$ cat config.mk
export PLATFORM = sky130hd
export DESIGN_NAME = growth_stage_climate_controller
export DESIGN_NICKNAME = d
export VERILOG_FILES = /design/src/hdl/gscc_pkg.sv /design/src/hdl/growth_stage_climate_controller.sv
export SDC_FILE = /design/constraint.sdc
export NUM_CORES = 1
export LEC_CHECK = 0
export ABC_AREA = 1
export ABC_CLOCK_PERIOD_IN_PS = 7900
export CORE_UTILIZATION = 34
export DETAILED_ROUTE_END_ITERATION = 8
export DONT_BUFFER_PORTS = 1
export SLEW_MARGIN = 40
export SYNTH_ARGS = -nofsm -noshare
export SYNTH_HDL_FRONTEND = slang
export SYNTH_SLANG_ARGS = --single-unit
$ cat constraint.sdc
create_clock -name clk_i -period 7.9 [get_ports clk_i]
set_input_delay 0.79 -clock clk_i [delete_from_list [all_inputs] [get_ports clk_i]]
set_output_delay 0.79 -clock clk_i [all_outputs]
set_load 0.01 [all_outputs]
$ cat src/hdl/gscc_pkg.sv
// Package: item types, register map and thresholds for the growth stage climate controller.
`default_nettype none

package gscc_pkg;

  localparam int unsigned TimeW = 32;

  localparam int unsigned AddrW = 4;

  localparam logic [1:0] RegAutoEnable   = 2'd0;
  localparam logic [1:0] RegWaterDur     = 2'd1;
  localparam logic [1:0] RegSeedInterval = 2'd2;
  localparam logic [1:0] RegVegInterval  = 2'd3;

  localparam logic [TimeW-1:0] WaterDurReset     = TimeW'(20000);
  localparam logic [TimeW-1:0] SeedIntervalReset = TimeW'(10800000);
  localparam logic [TimeW-1:0] VegIntervalReset  = TimeW'(7200000);

  localparam logic       CmdUpdate   = 1'b0;
  localparam logic       CmdSetStage = 1'b1;

  localparam logic [2:0] StageGerm  = 3'd1;
  localparam logic [2:0] StageSeed  = 3'd2;
  localparam logic [2:0] StageVeg   = 3'd3;
  localparam logic [2:0] StageFlower = 3'd4;

  // humidity, tenths of a percent
  localparam logic [9:0] GermMistOn   = 10'd550;
  localparam logic [9:0] GermMistOff  = 10'd650;
  localparam logic [9:0] SeedMistOn   = 10'd600;
  localparam logic [9:0] SeedMistOff  = 10'd750;
  localparam logic [9:0] VegMistOn    = 10'd750;
  localparam logic [9:0] VegMistOff   = 10'd850;
  // soil moisture, percent
  localparam logic [6:0] SeedPumpOn   = 7'd35;
  localparam logic [6:0] SeedPumpOff  = 7'd65;
  localparam logic [6:0] VegPumpOn    = 7'd55;
  localparam logic [6:0] VegPumpOff   = 7'd85;
  // temperature, tenths of a degree C
  localparam logic signed [11:0] VegFanOn  = 12'sd280;
  localparam logic signed [11:0] VegFanOff = 12'sd250;

  typedef struct packed {
    logic              cmd;
    logic [TimeW-1:0]  now_ms;
    logic signed [11:0] temperature;
    logic [9:0]        humidity;
    logic [6:0]        soil_moisture;
    logic              light_on;
    logic [2:0]        new_stage;
  } in_t;

  typedef struct packed {
    logic       pump_on;
    logic       mist_on;
    logic       fan_on;
    logic       light_off;
    logic       watering_active;
    logic [2:0] stage_now;
  } out_t;

endpackage

`default_nettype wire

$ cat src/hdl/growth_stage_climate_controller.sv
// Top level: growth stage climate controller with APB configuration and item pipeline.
//
// Items pass through an input register and a result register, one item per cycle
// sustained while out_ready_i is high; a result is loaded into the result register
// when its item advances out of the input register, which a stall can delay. The relay
// state is updated at the edge that loads the result register, so the next item
// already sees it. Configuration registers sit on an APB port (byte addresses 0x0
// auto_enable, 0x4 water_duration_ms, 0x8 seedling_interval_ms, 0xC
// vegetative_interval_ms), pready always high; write them only while the block
// holds no item. Elapsed times wrap modulo 2^32.
`default_nettype none

module growth_stage_climate_controller
  import gscc_pkg::*;
(
  input  wire logic             clk_i,
  input  wire logic             rst_ni,
  input  wire logic             psel,
  input  wire logic             penable,
  input  wire logic             pwrite,
  input  wire logic [AddrW-1:0] paddr,
  input  wire logic [31:0]      pwdata,
  output logic      [31:0]      prdata,
  output logic                  pready,
  input  wire logic             in_valid_i,
  output logic                  in_ready_o,
  input  wire in_t              in_data_i,
  output logic                  out_valid_o,
  input  wire logic             out_ready_i,
  output out_t                  out_data_o
);

  // configuration
  logic             auto_en_q;
  logic [TimeW-1:0] water_dur_q, seed_int_q, veg_int_q;
  logic             cfg_wr;

  assign pready = 1'b1;
  assign cfg_wr = psel & penable & pwrite;

  always_ff @(posedge clk_i or negedge rst_ni) begin
    if (!rst_ni) begin
      auto_en_q   <= 1'b1;
      water_dur_q <= WaterDurReset;
      seed_int_q  <= SeedIntervalReset;
      veg_int_q   <= VegIntervalReset;
    end else if (cfg_wr) begin
      case (paddr[3:2])
        RegAutoEnable:   auto_en_q   <= pwdata[0];
        RegWaterDur:     water_dur_q <= pwdata;
        RegSeedInterval: seed_int_q  <= pwdata;
        RegVegInterval:  veg_int_q   <= pwdata;
        default: ;
      endcase
    end
  end

  always_comb begin
    case (paddr[3:2])
      RegAutoEnable:   prdata = {31'd0, auto_en_q};
      RegWaterDur:     prdata = water_dur_q;
      RegSeedInterval: prdata = seed_int_q;
      RegVegInterval:  prdata = veg_int_q;
      default:         prdata = '0;
    endcase
  end

  // pipeline
  logic in_valid_q, out_valid_q, advance;
  in_t  in_q;
  out_t out_q;
  out_t out_d;

  assign advance    = in_valid_q & (~out_valid_q | out_ready_i);
  assign in_ready_o = ~in_valid_q | advance;

  always_ff @(posedge clk_i or negedge rst_ni) begin
    if (!rst_ni) begin
      in_valid_q  <= 1'b0;
      out_valid_q <= 1'b0;
    end else begin
      if (in_ready_o) in_valid_q <= in_valid_i;
      if (advance) out_valid_q <= 1'b1;
      else if (out_ready_i) out_valid_q <= 1'b0;
    end
  end

  always_ff @(posedge clk_i) begin
    if (in_valid_i && in_ready_o) in_q <= in_data_i;
    if (advance) out_q <= out_d;
  end

  // controller state
  logic [2:0]       stage_q, stage_d;
  logic             pump_q, pump_d, mist_q, mist_d, fan_q, fan_d;
  logic             water_q, water_d;
  logic [TimeW-1:0] last_q, last_d, start_q, start_d;
  logic             light_off;
  logic [TimeW-1:0] since_start, since_last;

  assign since_start = in_q.now_ms - start_q;
  assign since_last  = in_q.now_ms - last_q;

  always_comb begin
    stage_d   = stage_q;
    pump_d    = pump_q;
    mist_d    = mist_q;
    fan_d     = fan_q;
    water_d   = water_q;
    last_d    = last_q;
    start_d   = start_q;
    light_off = 1'b0;
    if (in_q.cmd == CmdSetStage) begin
      if (in_q.new_stage >= StageGerm && in_q.new_stage <= StageFlower) begin
        stage_d   = in_q.new_stage;
        light_off = 1'b1;
        pump_d    = 1'b0;
        mist_d    = 1'b0;
        fan_d     = 1'b0;
        water_d   = 1'b0;
        last_d    = in_q.now_ms;
      end
    end else if (auto_en_q) begin
      if (water_q) begin
        if (since_start >= water_dur_q) begin
          pump_d  = 1'b0;
          water_d = 1'b0;
          last_d  = in_q.now_ms;
        end
      end else begin
        case (stage_q)
          StageGerm: begin
            light_off = 1'b1;
            pump_d    = 1'b0;
            if (in_q.humidity < GermMistOn) mist_d = 1'b1;
            else if (in_q.humidity > GermMistOff) mist_d = 1'b0;
          end
          StageSeed: begin
            if (in_q.light_on && since_last >= seed_int_q) begin
              pump_d  = 1'b1;
              water_d = 1'b1;
              start_d = in_q.now_ms;
            end else begin
              if (in_q.soil_moisture < SeedPumpOn) pump_d = 1'b1;
              else if (in_q.soil_moisture > SeedPumpOff) pump_d = 1'b0;
              if (in_q.humidity < SeedMistOn) mist_d = 1'b1;
              else if (in_q.humidity > SeedMistOff) mist_d = 1'b0;
            end
          end
          StageVeg: begin
            if (since_last >= veg_int_q) begin
              pump_d  = 1'b1;
              water_d = 1'b1;
              start_d = in_q.now_ms;
            end else begin
              if (in_q.soil_moisture < VegPumpOn) pump_d = 1'b1;
              else if (in_q.soil_moisture > VegPumpOff) pump_d = 1'b0;
              if (in_q.humidity < VegMistOn) mist_d = 1'b1;
              else if (in_q.humidity > VegMistOff) mist_d = 1'b0;
              if (in_q.temperature > VegFanOn && in_q.light_on) fan_d = 1'b1;
              else if (in_q.temperature < VegFanOff || !in_q.light_on) fan_d = 1'b0;
            end
          end
          StageFlower: pump_d = 1'b0;
          default: ;
        endcase
      end
    end
    out_d.pump_on         = pump_d;
    out_d.mist_on         = mist_d;
    out_d.fan_on          = fan_d;
    out_d.light_off       = light_off;
    out_d.watering_active = water_d;
    out_d.stage_now       = stage_d;
  end

  always_ff @(posedge clk_i or negedge rst_ni) begin
    if (!rst_ni) begin
      stage_q <= StageGerm;
      pump_q  <= 1'b0;
      mist_q  <= 1'b0;
      fan_q   <= 1'b0;
      water_q <= 1'b0;
      last_q  <= '0;
      start_q <= '0;
    end else if (advance) begin
      stage_q <= stage_d;
      pump_q  <= pump_d;
      mist_q  <= mist_d;
      fan_q   <= fan_d;
      water_q <= water_d;
      last_q  <= last_d;
      start_q <= start_d;
    end
  end

  assign out_valid_o = out_valid_q;
  assign out_data_o  = out_q;

  // checks
  a_water_pump: assert property (@(posedge clk_i) disable iff (!rst_ni)
    water_q |-> pump_q) else $error("timed watering without pump");

  a_stage_range: assert property (@(posedge clk_i) disable iff (!rst_ni)
    stage_q >= StageGerm && stage_q <= StageFlower) else $error("stage out of range");

  a_water_stage: assert property (@(posedge clk_i) disable iff (!rst_ni)
    out_valid_q && out_q.watering_active |-> out_q.stage_now == StageSeed ||
    out_q.stage_now == StageVeg) else $error("watering outside stages 2 and 3");

  a_light_water: assert property (@(posedge clk_i) disable iff (!rst_ni)
    out_valid_q && out_q.light_off |-> !out_q.watering_active)
    else $error("light off during watering");

  a_state_hold: assert property (@(posedge clk_i) disable iff (!rst_ni)
    !advance |=> $stable(stage_q) && $stable(water_q) && $stable(last_q))
    else $error("state moved without an item");

endmodule

`default_nettype wire
==> Word level (Yosys, flattened, before mapping) <==
Index checks and enable logic that the tools add are counted.
{ "totals": {"register_bits": 244, "wordCells": 142, "output_inout_bits": 43, "input_bits": 109} }
{ "op_classes": {"reduce_logical": 19, "bitwise": 9, "n_addsub": 2, "muxes": 59, "order_cmp": 17, "eq_ne": 10} }
{ "ops": {"columns": ["op", "n"], "rows": [
  ["32-bit 2-to-1 mux", 7],
  ["32-bit case mux with 4 select lines", 1],
  ["32-bit greater-or-equal comparator", 3],
  ["32-bit case mux with 2 select lines", 1],
  ["32-bit subtractor", 2],
  ["1-bit 2-to-1 mux", 45],
  ["10-bit > comparator (second input constant)", 3],
  ["10-bit less-than comparator (second input constant)", 3],
  ["7-bit > comparator (second input constant)", 2],
  ["7-bit by 6-bit less-than comparator with 1-bit output (second input constant)", 2],
  ["12-bit by 10-bit > comparator with 1-bit output (second input constant)", 1],
  ["12-bit by 9-bit less-than comparator with 1-bit output (second input constant)", 1],
  ["2-bit nonzero test", 5],
  ["2-bit AND reduction", 4],
  ["7-bit AND reduction", 1],
  ["3-bit by 2-bit == test with 1-bit output (second input constant)", 2],
  ["3-bit 2-to-1 mux", 2],
  ["1-bit case mux with 3 select lines", 2],
  ["5-bit AND reduction", 1],
  ["2-bit == test (second input constant)", 2],
  ["1-bit logical AND", 4],
  ["2-bit inequality test (second input constant)", 2],
  ["1-bit NOT", 4],
  ["1-bit bitwise AND", 3],
  ["12 further kinds", 13]
]} }

==> Longest topological paths before layout <==
Gate-level depths: netlist (run 1).
{ "depth": {"ltp_word": 9, "mapped_depth": 28, "depth_no_buf": 28} }

==> Worst setup path before layout (run 1) <==
Ideal clock, no wire load.
{ "synth_timing": {"path_type": "reg2reg", "startpoint": "register in_q[33] in the netlist's numbering", "endpoint": "register out_q, in the netlist out_data_o[5], data pin", "slack_ns": 4.344, "required_time_ns": 7.639, "setup_ns": 0.261, "path_buffers": 0, "period_less_slack_ns": 3.556, "path_stages_with_launch": 28, "arrival_time_ns": 3.295, "cell_sequence": "edfxtp_1 -> inv_1 -> ha_1 -> inv_1 -> fa_1 -> nand3_1 -> nand2_1 -> a21oi_1 -> nor2_1 -> nor2_1 -> o21ai_1 -> a21oi_1 -> xnor2_1 -> ha_1 -> nand2_1 -> inv_1 -> nand2_1 -> nand2_1 -> nand2_1 -> nand2_1 -> nand2_1 -> nand2_1 -> a21oi_1 -> nand3_2 -> nor2_1 -> nand2_1 -> nand3_1 -> o21ai_0"} }
{ "synth_via": {"elab_chain_cells": 7} }
{ "synth_rtl": {"columns": ["item", "line", "text"], "rows": [
  ["from (decl)", "growth_stage_climate_controller.sv:70", "in_t in_q;"],
  ["from (signal assigned)", "growth_stage_climate_controller.sv:89", "if (in_valid_i && in_ready_o) in_q <= in_data_i;"],
  ["32-bit subtractor", "growth_stage_climate_controller.sv:102", "assign since_last = in_q.now_ms - last_q;"],
  ["32-bit greater-or-equal comparator", "growth_stage_climate_controller.sv:151", "if (since_last >= veg_int_q) begin"],
  ["1-bit 2-to-1 mux", "growth_stage_climate_controller.sv:151", null],
  ["1-bit 2-to-1 mux", "growth_stage_climate_controller.sv:131", "case (stage_q)"],
  ["1-bit 2-to-1 mux", "growth_stage_climate_controller.sv:124", "if (water_q) begin"],
  ["1-bit 2-to-1 mux", "growth_stage_climate_controller.sv:123", "end else if (auto_en_q) begin"],
  ["1-bit 2-to-1 mux", "growth_stage_climate_controller.sv:113", "if (in_q.cmd == CmdSetStage) begin"],
  ["via fan_d", "growth_stage_climate_controller.sv:95", "logic pump_q, pump_d, mist_q, mist_d, fan_q, fan_d;"],
  ["to (signal assigned)", "growth_stage_climate_controller.sv:90", "if (advance) out_q <= out_d;"],
  ["to (decl)", "growth_stage_climate_controller.sv:71", "out_t out_q;"]
]} }
The timed path passes the listed nets, and every way through them passes these cells.
A chain may end at the register's enable or synchronous reset.

==> Worst setup path after layout (run 1) <==
{ "layout_timing": {"startpoint": "register in_q[33] in the netlist's numbering", "endpoint": "register start_q[31]"} }
{ "layout_via": {"elab_chain_cells": 5, "elab_cells_between_ends": 7, "cone_classes": "1 x add/sub; 2 x order compare; 2 x eq/ne; 2 x reduce/logical"} }
{ "layout_rtl": {"columns": ["item", "line", "text"], "rows": [
  ["32-bit subtractor (*)", "growth_stage_climate_controller.sv:102", null],
  ["32-bit greater-or-equal comparator", "growth_stage_climate_controller.sv:139", "if (in_q.light_on && since_last >= seed_int_q) begin"],
  ["1-bit logical AND", "growth_stage_climate_controller.sv:139", null],
  ["2-bit inequality test (no source line)", null, null],
  ["7-bit AND reduction (no source line) (*)", null, null],
  ["to (signal assigned)", "growth_stage_climate_controller.sv:193", "start_q <= start_d;"],
  ["to (decl)", "growth_stage_climate_controller.sv:97", "logic [TimeW-1:0] last_q, last_d, start_q, start_d;"]
]} }
Every way passes the cells marked *; elsewhere a longest branch is shown, timed or not.

==> flow_summary.toml, run 1 <==
[place]
place_congestion = 0.896
hpwlAfterDp_um = 31800
pre_cts_ws_ns = 2.69
placed_area_um2 = 16200
port_buffers = 0

[power]
p_leak_nw = 7.78
power.density_nw_per_um2 = 406
peakVddDrop_uv = 203
total_power_mw = 7.03

[floorplan]
die_y_um = 216
ioPinCount = 152
core_um2 = 45300
rows = 78
start_util_pct = 34.4
die_width_um = 216
die-area_um2 = 46600

[routing]
drtAntennaViolNets = 0
post_drt_wl_per_cell_um = 17.0
wirelength_um = 41800
dr.pass1.iters = 6
first_iter_violations = 976
viasPerCell = 5.03
drc = 0
vias = 12400

[logic_synthesis]
syn_avg_cell_area_um2 = 8.50
synth.distinct_cells = 53
syn_inst = 1832
seq_area_frac_synth_pct = 41.8
yosys.area.top_type_share_pct = 23.0
synth_nets = 2101
syn-cell-area_um2 = 15600
ys_dominant_reg_cell = "dfrtp_1"
yosys.area.top_type = "dfrtp_1"
synth.area.top_cells = "dfrtp_1, edfxtp_1, ha_1, nand2_1, inv_1"
ys_warn_count = 0
synth.most_common_cell = "nand2_1"
synth_edf_count = 74
synthTopCellsByCount = "nand2_1, inv_1, o21ai_0, ha_1, dfrtp_1"
synthArstFlopShare_pct = 69.7
synth-seq-cells = 244

[final_layout]
fill_cells = 4648
seq_area_um2 = 6510
multi_input_comb_area_um2 = 7860
final_layout_size_suffix_gt1_share_pct = 9.59
post-route-util_pct = 38.2
finalNetCount = 2102
area_delta_synth_final_pct = 11.0
stdcell_area_um2 = 17300

[setup_path]
cp_top_family = "compound AO/OA/AOI/OAI gates"
worst_path_most_repeated_cell = "nand2_1"
r2r_start = "in_q[33]"
cp_max_fo = 34
crit_end = "start_q[31]"
r2r_slack_ns = 2.88
cp-startpoint = "in_q[33]"
crit_type = "reg2reg"
cp_cell_sequence = "inv_1 -> ha_1 -> inv_1 -> fa_1 -> nand3_1 -> nand2_1 -> nand2_1 -> nand2_1 -> o21ai_0 -> o211ai_1 -> a31oi_1 -> xor2_1 -> ha_1 -> nand2_1 -> o21ai_0 -> a21oi_1 -> nand2_1 -> a21oi_1 -> nand3_2 -> nand3_4 -> buf_12 -> nand2_1 -> o21ai_2"
cp_slowest_cell = "a21oi_1"
crit_required_ns = 8.39
critPathMaxStageDelay_ns = 0.49
cp-end-kind = "flip-flop"
worstReg2RegEnd = "start_q[31]"
start_kind = "flip-flop"
r2r_cells = 23
worstPathArrival_ns = 5.51
cp_num_buf_inv = 3
path_depth = 23

[timing]
fin_skew_ns = 0.0176
setup_tns_ns = 0
setup_viol = 0
fin_ws_ns = 2.88
final_max_slew_viol_count = 0
timing.fmax_mhz = 199
final_hold_viol_count = 0
relSlewSlack_pct = 55.3
finalCritPeriodShare_pct = 63.5
fin_crit_ns = 5.02
worst_pin_slew_ns = 0.670
rsz0062_at_grt = "false"

[flow_run]
cap_violations = 0

[global_routing]
grt_pass1_vias = 11700
grt_max_degree = 144
grt_overflow_total = 0
grt_pass1_wl_um = 65000
antenna_found_initial = 17
groute.usage.overall_pct = 17.7

[min_path]
worstHoldPathType = "in2async"

[clock_network]
cts.htree.levels = 1
cts_tree = "built"
cts-root-buf = "clkbuf_16"
clk_pin_slew_ns = 0.06
ctsResizeCount = 0
cts_buffers = 29
clk_latency_ns = 0.57
clkSinkCount = 244
clockBufferDepth = 3

[status]
status = "finished, final reports clean"
-- layout make-up --
cell class / instances / area share (%)
Inverter: 264 / 5.73
Tap cell: 600 / 4.34
Clock inverter: 14 / 0.919
Sequential cell: 244 / 37.7
Clock buffer: 40 / 4.85
Antenna cell: 7 / 0.101
Multi-Input combinational cell: 1283 / 45.5
Timing Repair Buffer: 11 / 0.912
-- cell families (layout without fill, tap and decap cells) --
kind of cell / after synthesis / after routing / synth area share [%]
simple gates: 602 / 602 / 15.7
compound gates: 459 / 459 / 18.1
buf+inv: 305 / 329 / 7.98
flops: 244 / 244 / 41.8
fa+ha+maj: 160 / 160 / 13.0
xor+xnor: 61 / 61 / 3.43
other cells: 1 / 8 / 0.0241
-- layer usage --
metal	part of all wire [%]	global-route usage, %	up-vias
li1	-	-	6165
met1	47	24.5	5799
met2	43	27.2	335
met3	7.3	5.14	68
met4	1.9	3.76	20
met5	0.32	0	-
-- state kept, by name, indices dropped and copies added, names as in the netlist --
name	flops
in_q	66
out_valid_o	1
pump_q	1
water_dur_q	32
seed_int_q	32
fan_q	1
mist_q	1
last_q	32
stage_q	3
auto_en_q	1
in_valid_q	1
veg_int_q	32
start_q	32
out_data_o	8
water_q	1
-- timing repair --
action | 4_1_cts | 5_1_grt
setup buffers | 0 | 0
endpoints found under the setup margin | 0 | 0
endpoints found under the hold margin | 143 | 0
hold buffers | 1 | 0
-- placed cells by master (no fill, tap or decap), types with 12 or more instances in the layout --
cell | Yosys | routed
a21oi_1 | 131 | 131
o221ai_1 | 31 | 31
dfrtp_1 | 143 | 143
edfxtp_1 | 74 | 74
o21ai_0 | 164 | 164
nand3_1 | 27 | 27
nor2_1 | 101 | 98
o21ai_2 | 55 | 55
o21ai_1 | 24 | 24
clkbuf_16 | 0 | 30
nand4_1 | 15 | 15
xor2_1 | 37 | 37
nor3_1 | 12 | 12
inv_1 | 262 | 261
nand2_1 | 421 | 419
xnor2_1 | 24 | 24
ha_1 | 158 | 158
dfstp_2 | 27 | 27
-- stage by stage --
step / cells / hold slack (ns)
5_1_grt: 2457 / 0.0457
4_1_cts: 2453 / 0.0356
6_report: 2463 / 0.0702
2_1_floorplan: 1832 / 0.455
3_3_place_gp: 2396 / 0.465
3_5_place_dp: 2398 / 0.468
-- worst min-delay path by stage --
stage | start | cells past startpoint | to
final | rst_ni | 0 | stage_q[0]
after global routing | rst_ni | 0 | stage_q[0]
after CTS | rst_ni | 0 | stage_q[0]
after detailed placement | last_q[10] | 2 | last_q[10]
after global placement | last_q[24] | 2 | last_q[24]
after floorplan | last_q[10] | 2 | last_q[10]
-- where the power goes --
part	internal, mW	switching [mW]
clock	0.839	0.552
sequential	1.66	0.177
combinational	1.39	2.41
Power figures use the tool's default switching activity.
==> inputs of run 2 (changes only) <==
Settings changed: ABC_CLOCK_PERIOD_IN_PS 7900 to 4570.
Clock period 7.9 ns to 4.57 ns, I/O delays scaled along.
==> run 2 against run 1 <==
  * Final cell count rose by 4.5%
  * Clock skew grew 0.0040 ns
  * Critical endpoint is now out_data_o[6]
  * Critical path depth down 4
  * Global-route usage increased by 0.62 points
  * Non-clock buffer count rose by 113
  * Largest power group unchanged
  * Combinational power increased by 81%
  * Design area is 7.3% higher
  * First-iteration DRC count down 13%
  * Largest cell class unchanged
  * Power rose by 79%
==> flow_summary.toml, run 2 (synthesis gave the netlist of run 1 again) <==
[status]
status = "finished, final reports clean"

[timing]
fin_skew_ns = 0.0216
finalCritPeriodShare_pct = 97.6
timing.fmax_mhz = 224
relSlewSlack_pct = 43.7
final_max_slew_viol_count = 0
fin_crit_ns = 4.46
worst_pin_slew_ns = 0.842
timing.hold.ws_ns = 0.0259
final_hold_viol_count = 0
setup_viol = 0

[power]
combPwrFrac_pct = 54.5
peakVddDrop_uv = 384
power.density_nw_per_um2 = 678
p_leak_nw = 8.32
p_seq_share_pct = 25.3
p_clk_share_pct = 20.2
intPower_mw = 7.01
switching_share_pct = 44.3
p_sw_mw = 5.57

[final_layout]
regMostFlops = "in_q"
fin_cells = 2575
final_layout_size_suffix_gt1_share_pct = 10.4
post-route-util_pct = 41.0
final_common_cell = "nand2_1"
seq_area_um2 = 6510
stdcell_area_um2 = 18500
final_cell_mix = "nand2_1, inv_1, o21ai_0"
multi_input_comb_area_um2 = 7920
fill_cells = 4512
finalNetCount = 2217
area_delta_synth_final_pct = 19.2
largest_reg_flops = 66

[setup_path]
cp_top_family = "simple AND/OR/NAND/NOR gates"
cp_max_fo = 5
worstPathArrival_ns = 4.78
crit_required_ns = 4.89
cp-end-kind = "flip-flop"
critPathMaxStageDelay_ns = 0.54
cp_num_buf_inv = 0
cp_cell_sequence = "ha_1 -> nand2_1 -> nor4_1 -> nand4_1 -> nand3_1 -> a31oi_1 -> xor2_1 -> ha_1 -> nand2_1 -> nor2_1 -> a21oi_1 -> nand2_1 -> nand3b_1 -> nand2_1 -> nand2_1 -> o21ai_0 -> nand2_1 -> nand2_1 -> o21ai_0"
cp_slowest_cell = "nor4_1"
worst_path_most_repeated_cell = "nand2_1"
start_kind = "flip-flop"
crit_type = "reg2reg"

[routing]
drtAntennaViolNets = 0
viasPerCell = 5.03
drc = 0
post_drt_wl_per_cell_um = 16.5
wirelength_um = 42600
dr.pass1.iters = 5
first_iter_violations = 847
vias = 13000

[global_routing]
grt_pass1_vias = 12800
grt_max_degree = 171
grt_pass1_wl_um = 68000
groute.usage.overall_pct = 18.3
antenna_found_initial = 2
grt_overflow_total = 0

[min_path]
worstHoldPathType = "in2reg"

[clock_network]
cts_tree = "built"
clk_pin_slew_ns = 0.06
clkSinkCount = 244
clockBufferDepth = 3
clk_latency_ns = 0.58
cts-root-buf = "clkbuf_16"
cts_buffers = 31
cts.htree.levels = 1

[floorplan]
die_y_um = 216
core_um2 = 45300
rows = 78
start_util_pct = 34.4
die-area_um2 = 46600
die_width_um = 216
ioPinCount = 152

[flow_run]
cap_violations = 0

[place]
dp.cells = 2408
placed_area_um2 = 16300
place_congestion = 0.911
hpwlAfterDp_um = 32300
port_buffers = 0
[run 2: worst reg2reg max path: cells and delay by family, from the launching register on]
family	cells	cell delay [ns]
AND/OR/NAND/NOR	12	2.15
AO/OA/AOI/OAI	4	0.58
adder cells (fa/ha/maj)	2	0.72
XOR/XNOR	1	0.33
flip-flops	1	0.43
[run 2: cell type report]
class | instances | share of cell area (%)
antenna | 2 | 0.0270
clock buffer | 40 | 4.64
clock inverter | 18 | 1.11
inverter | 264 | 5.36
multi-input combinational | 1283 | 42.7
sequential | 244 | 35.1
tap | 600 | 4.05
timing repair buffer | 124 | 7.06
[run 2: routing by layer]
| layer | global-route usage, % | vias to the layer above | share of wire [%] | wire length (µm) |
|---|---|---|---|---|
| met2 | 28.7 | 337 | 44 | 18600 |
| met4 | 4.95 | 2 | 2.6 | 1120 |
| met5 | 0 | - | 0.031 | 13 |
| li1 | - | 6381 | - | - |
| met3 | 3.48 | 70 | 6.0 | 2540 |
| met1 | 25.6 | 6164 | 48 | 20300 |
[run 2: what timing repair did]
| item | 4_1_cts | 5_1_grt |
|---|---|---|
| setup buffers | 0 | 6 |
| endpoints found under the hold margin | 326 | 0 |
| setup endpoints to repair | 0 | 49 |
| resized for setup | 0 | 14 |
| hold buffers | 100 | 0 |
[run 2: path summary, 6_finish.rpt]
| kind | from | to | slack [ns] | cells after the start |
|---|---|---|---|---|
| worst max-delay path | in_q[48] | out_data_o[6] | 0.11 | 19 |
| worst min-delay path | pwdata[12] | veg_int_q[12] | 0.03 | 2 |
| worst max register to register | in_q[48] | out_data_o[6] | 0.11 | 19 |
| worst min register to register | start_q[5] | start_q[5] | 0.48 | 2 |
| max in group asynchronous | rst_ni | stage_q[0] | 3.27 | 3 |
| min in group asynchronous | rst_ni | seed_int_q[28] | 0.46 | 2 |
[run 2: stage by stage]
stage          setup WS (ns)  setup TNS [ns]  power (mW)
6_report               0.110               0        12.6
5_1_grt              -0.0190         -0.0190        13.7
4_1_cts                0.181               0        12.5
3_5_place_dp           0.168               0        9.78
3_3_place_gp           0.235               0        9.57
2_1_floorplan           1.01               0        7.99
[run 2: power by group through the flow]
stage          clock network (mW)  registers, mW  logic [mW]
2_1_floorplan                   0           3.11        4.88
3_3_place_gp                    0           3.20        6.38
3_5_place_dp                    0           3.21        6.57
4_1_cts                      2.60           3.18        6.72
5_1_grt                      2.69           3.25        7.80
6_report                     2.54           3.18        6.86
==> inputs of run 3 (changes only) <==
Settings changed: ABC_AREA 1 to not set.
==> run 3 against run 2 <==
  * The run now ends with setup timing left
  * Design area grew 7.4%
  * Die area down 2.0%
  * Highest routed layer unchanged
  * Area after synthesis is 2.0% lower
  * First-iteration DRC count is 26% lower
  * Largest cell class unchanged
  * Routed wire length rose by 4.0%
==> flow_summary.toml, run 3 <==
[setup_path]
cp_max_fo = 8
cp_top_family = "compound AO/OA/AOI/OAI gates"
path_depth = 27
cp_num_buf_inv = 4
worstReg2RegEnd = "start_q[7]"
worstPathArrival_ns = 5.73
r2r_slack_ns = -0.68
start_kind = "flip-flop"
cp-end-kind = "flip-flop"
crit_required_ns = 5.04
critPathMaxStageDelay_ns = 0.40
r2r_start = "in_q[33]"
r2r_cells = 27
crit_type = "reg2reg"
cp_slowest_cell = "edfxtp_1"

[final_layout]
fill_cells = 4093
finalNetCount = 2032
area_delta_synth_final_pct = 30.6
largest_reg_flops = 66
fin_cells = 2380
final_layout_size_suffix_gt1_share_pct = 24.3
seq_area_um2 = 6510
final_common_cell = "inv_1"
regMostFlops = "in_q"
stdcell_area_um2 = 19900
final_cell_mix = "inv_1, buf_4, ha_1"
multi_input_comb_area_um2 = 8580
post-route-util_pct = 45.1

[global_routing]
antenna_found_initial = 2
grt_overflow_total = 0
grt_pass1_wl_um = 68600
grt_max_degree = 171
grt_pass1_vias = 12400
groute.usage.overall_pct = 19.5

[timing]
final_hold_viol_count = 0
setup_viol = 72
fin_crit_ns = 5.25
final_max_slew_viol_count = 0
finalCritPeriodShare_pct = 115
timing.fmax_mhz = 190
fin_skew_ns = 0.0168
relSlewSlack_pct = 54.0
worst_pin_slew_ns = 0.690
rsz0062_at_grt = "true"
fin_ws_ns = -0.684

[routing]
drc = 0
post_drt_wl_per_cell_um = 18.6
wirelength_um = 44300
vias = 12100
dr.pass1.iters = 6
viasPerCell = 5.09
drtAntennaViolNets = 0
first_iter_violations = 630

[clock_network]
clockBufferDepth = 3
clk_pin_slew_ns = 0.06
cts_tree = "built"
clk_latency_ns = 0.59
cts-root-buf = "clkbuf_16"
cts.htree.levels = 1
clkSinkCount = 244
cts_buffers = 30

[floorplan]
start_util_pct = 34.5
die_y_um = 214
ioPinCount = 152
core_um2 = 44200
die-area_um2 = 45700
die_width_um = 214
rows = 77

[logic_synthesis]
yosys.area.top_type = "dfrtp_1"
synth-seq-cells = 244
ys_dominant_reg_cell = "dfrtp_1"
syn-cell-area_um2 = 15300
ys_warn_count = 0
yosys.area.top_type_share_pct = 23.5
synth.most_common_cell = "inv_1"
synth.area.top_cells = "dfrtp_1, edfxtp_1, ha_1, mux2_1, dfstp_2"
synth_nets = 1777
syn_avg_cell_area_um2 = 10.1
seq_area_frac_synth_pct = 42.7
syn_inst = 1508
synthTopCellsByCount = "inv_1, ha_1, dfrtp_1, nand2_1, o21ai_0"
synthArstFlopShare_pct = 69.7
synth.distinct_cells = 81
synth_edf_count = 74

[place]
placed_area_um2 = 17000
port_buffers = 0
place_congestion = 0.884
dp.cells = 2197
hpwlAfterDp_um = 31100

[power]
combPwrFrac_pct = 54.4
p_sw_mw = 4.62
p_seq_share_pct = 25.8
intPower_mw = 7.47
p_leak_nw = 8.94
power.density_nw_per_um2 = 607
p_clk_share_pct = 19.8
switching_share_pct = 38.2
peakVddDrop_uv = 483

[min_path]
hp-start = "pwdata[18]"
worstHoldPathType = "in2reg"
hold_path_depth = 2
whs_endpoint = "water_dur_q[18]"

[status]
violations = "setup timing"
status = "finished with violations"

[flow_run]
cap_violations = 0
## run 3: changes by cell type in the layout (fill, tap and decap cells not counted), moves of 45 or more
| cell | before | now |
|---|---|---|
| a21o_1 | 9 | 61 |
| a21oi_1 | 130 | 67 |
| o21ai_2 | 55 | 10 |
| nor2_1 | 98 | 52 |
| inv_1 | 260 | 171 |
| mux2_4 | 0 | 50 |
| buf_4 | 16 | 157 |
| nand2_1 | 419 | 138 |
## run 3: worst max-delay path by stage
stage / start / endpoint / slack, ns
after floorplan: in_q[33] / start_q[11] / -0.04
after global placement: in_q[33] / start_q[23] / -0.79
after detailed placement: in_q[34] / start_q[23] / -0.97
after CTS: in_q[33] / start_q[6] / -0.67
after global routing: in_q[33] / start_q[7] / -0.94
final: in_q[33] / start_q[7] / -0.68
## run 3: logic make-up (layout without fill, tap and decap cells)
kind of cell    count (synthesis)  in the layout  synth area share, %
xor+xnor                       61             61                 3.50
simple gates                  289            289                 8.72
flops                         244            244                 42.7
fa+ha+maj                     160            160                 13.2
compound gates                431            431                 18.6
mux                           100            100                 7.45
buf+inv                       222            501                 5.86
other cells                     1              2               0.0246
## run 3: repair_timing
action	4_1_cts	5_1_grt
pin swaps	35	59
gates resized for setup	74	67
endpoints found under the hold margin	314	0
endpoints found under the setup margin	72	72
hold buffers	101	0
gates cloned	1	1
setup buffers	20	10
## run 3: routing by layer
layer	GRT usage, %	part of all wire [%]
met4	5.74	2.4
met1	25.0	44
met2	33.4	49
met3	3.59	4.8
met5	0	0.018
## run 3: power groups by stage
stage                     Clock [mW]  Combinational (mW)  Sequential, mW
after floorplan                    0                3.83            3.03
after global placement             0                5.58            3.12
after detailed placement           0                5.71            3.14
after CTS                       2.45                6.30            3.11
after global routing            2.53                7.30            3.18
final                           2.39                6.57            3.12
## run 3: stage by stage
step / setup WS [ns] / TNS (ns) / hold WS [ns] / power (mW)
CTS: -0.673 / -40.61 / 0.00268 / 11.9
detailed placement: -0.967 / -58.32 / 0.177 / 8.85
global placement: -0.786 / -46.00 / 0.177 / 8.69
global route: -0.943 / -52.86 / 0.00403 / 13.0
finish: -0.684 / -33.70 / 0.0181 / 12.1
floorplan: -0.0424 / -1.16 / 0.161 / 6.87
## run 3: final cells by class
type                            instances  area share [%]
Timing Repair Buffer                  271            12.3
Tap cell                              592            3.72
Clock buffer                           38            4.12
Inverter                              174            3.28
Clock inverter                         18           0.848
Multi-Input combinational cell       1042            43.1
Sequential cell                       244            32.7
Antenna cell                            1          0.0126
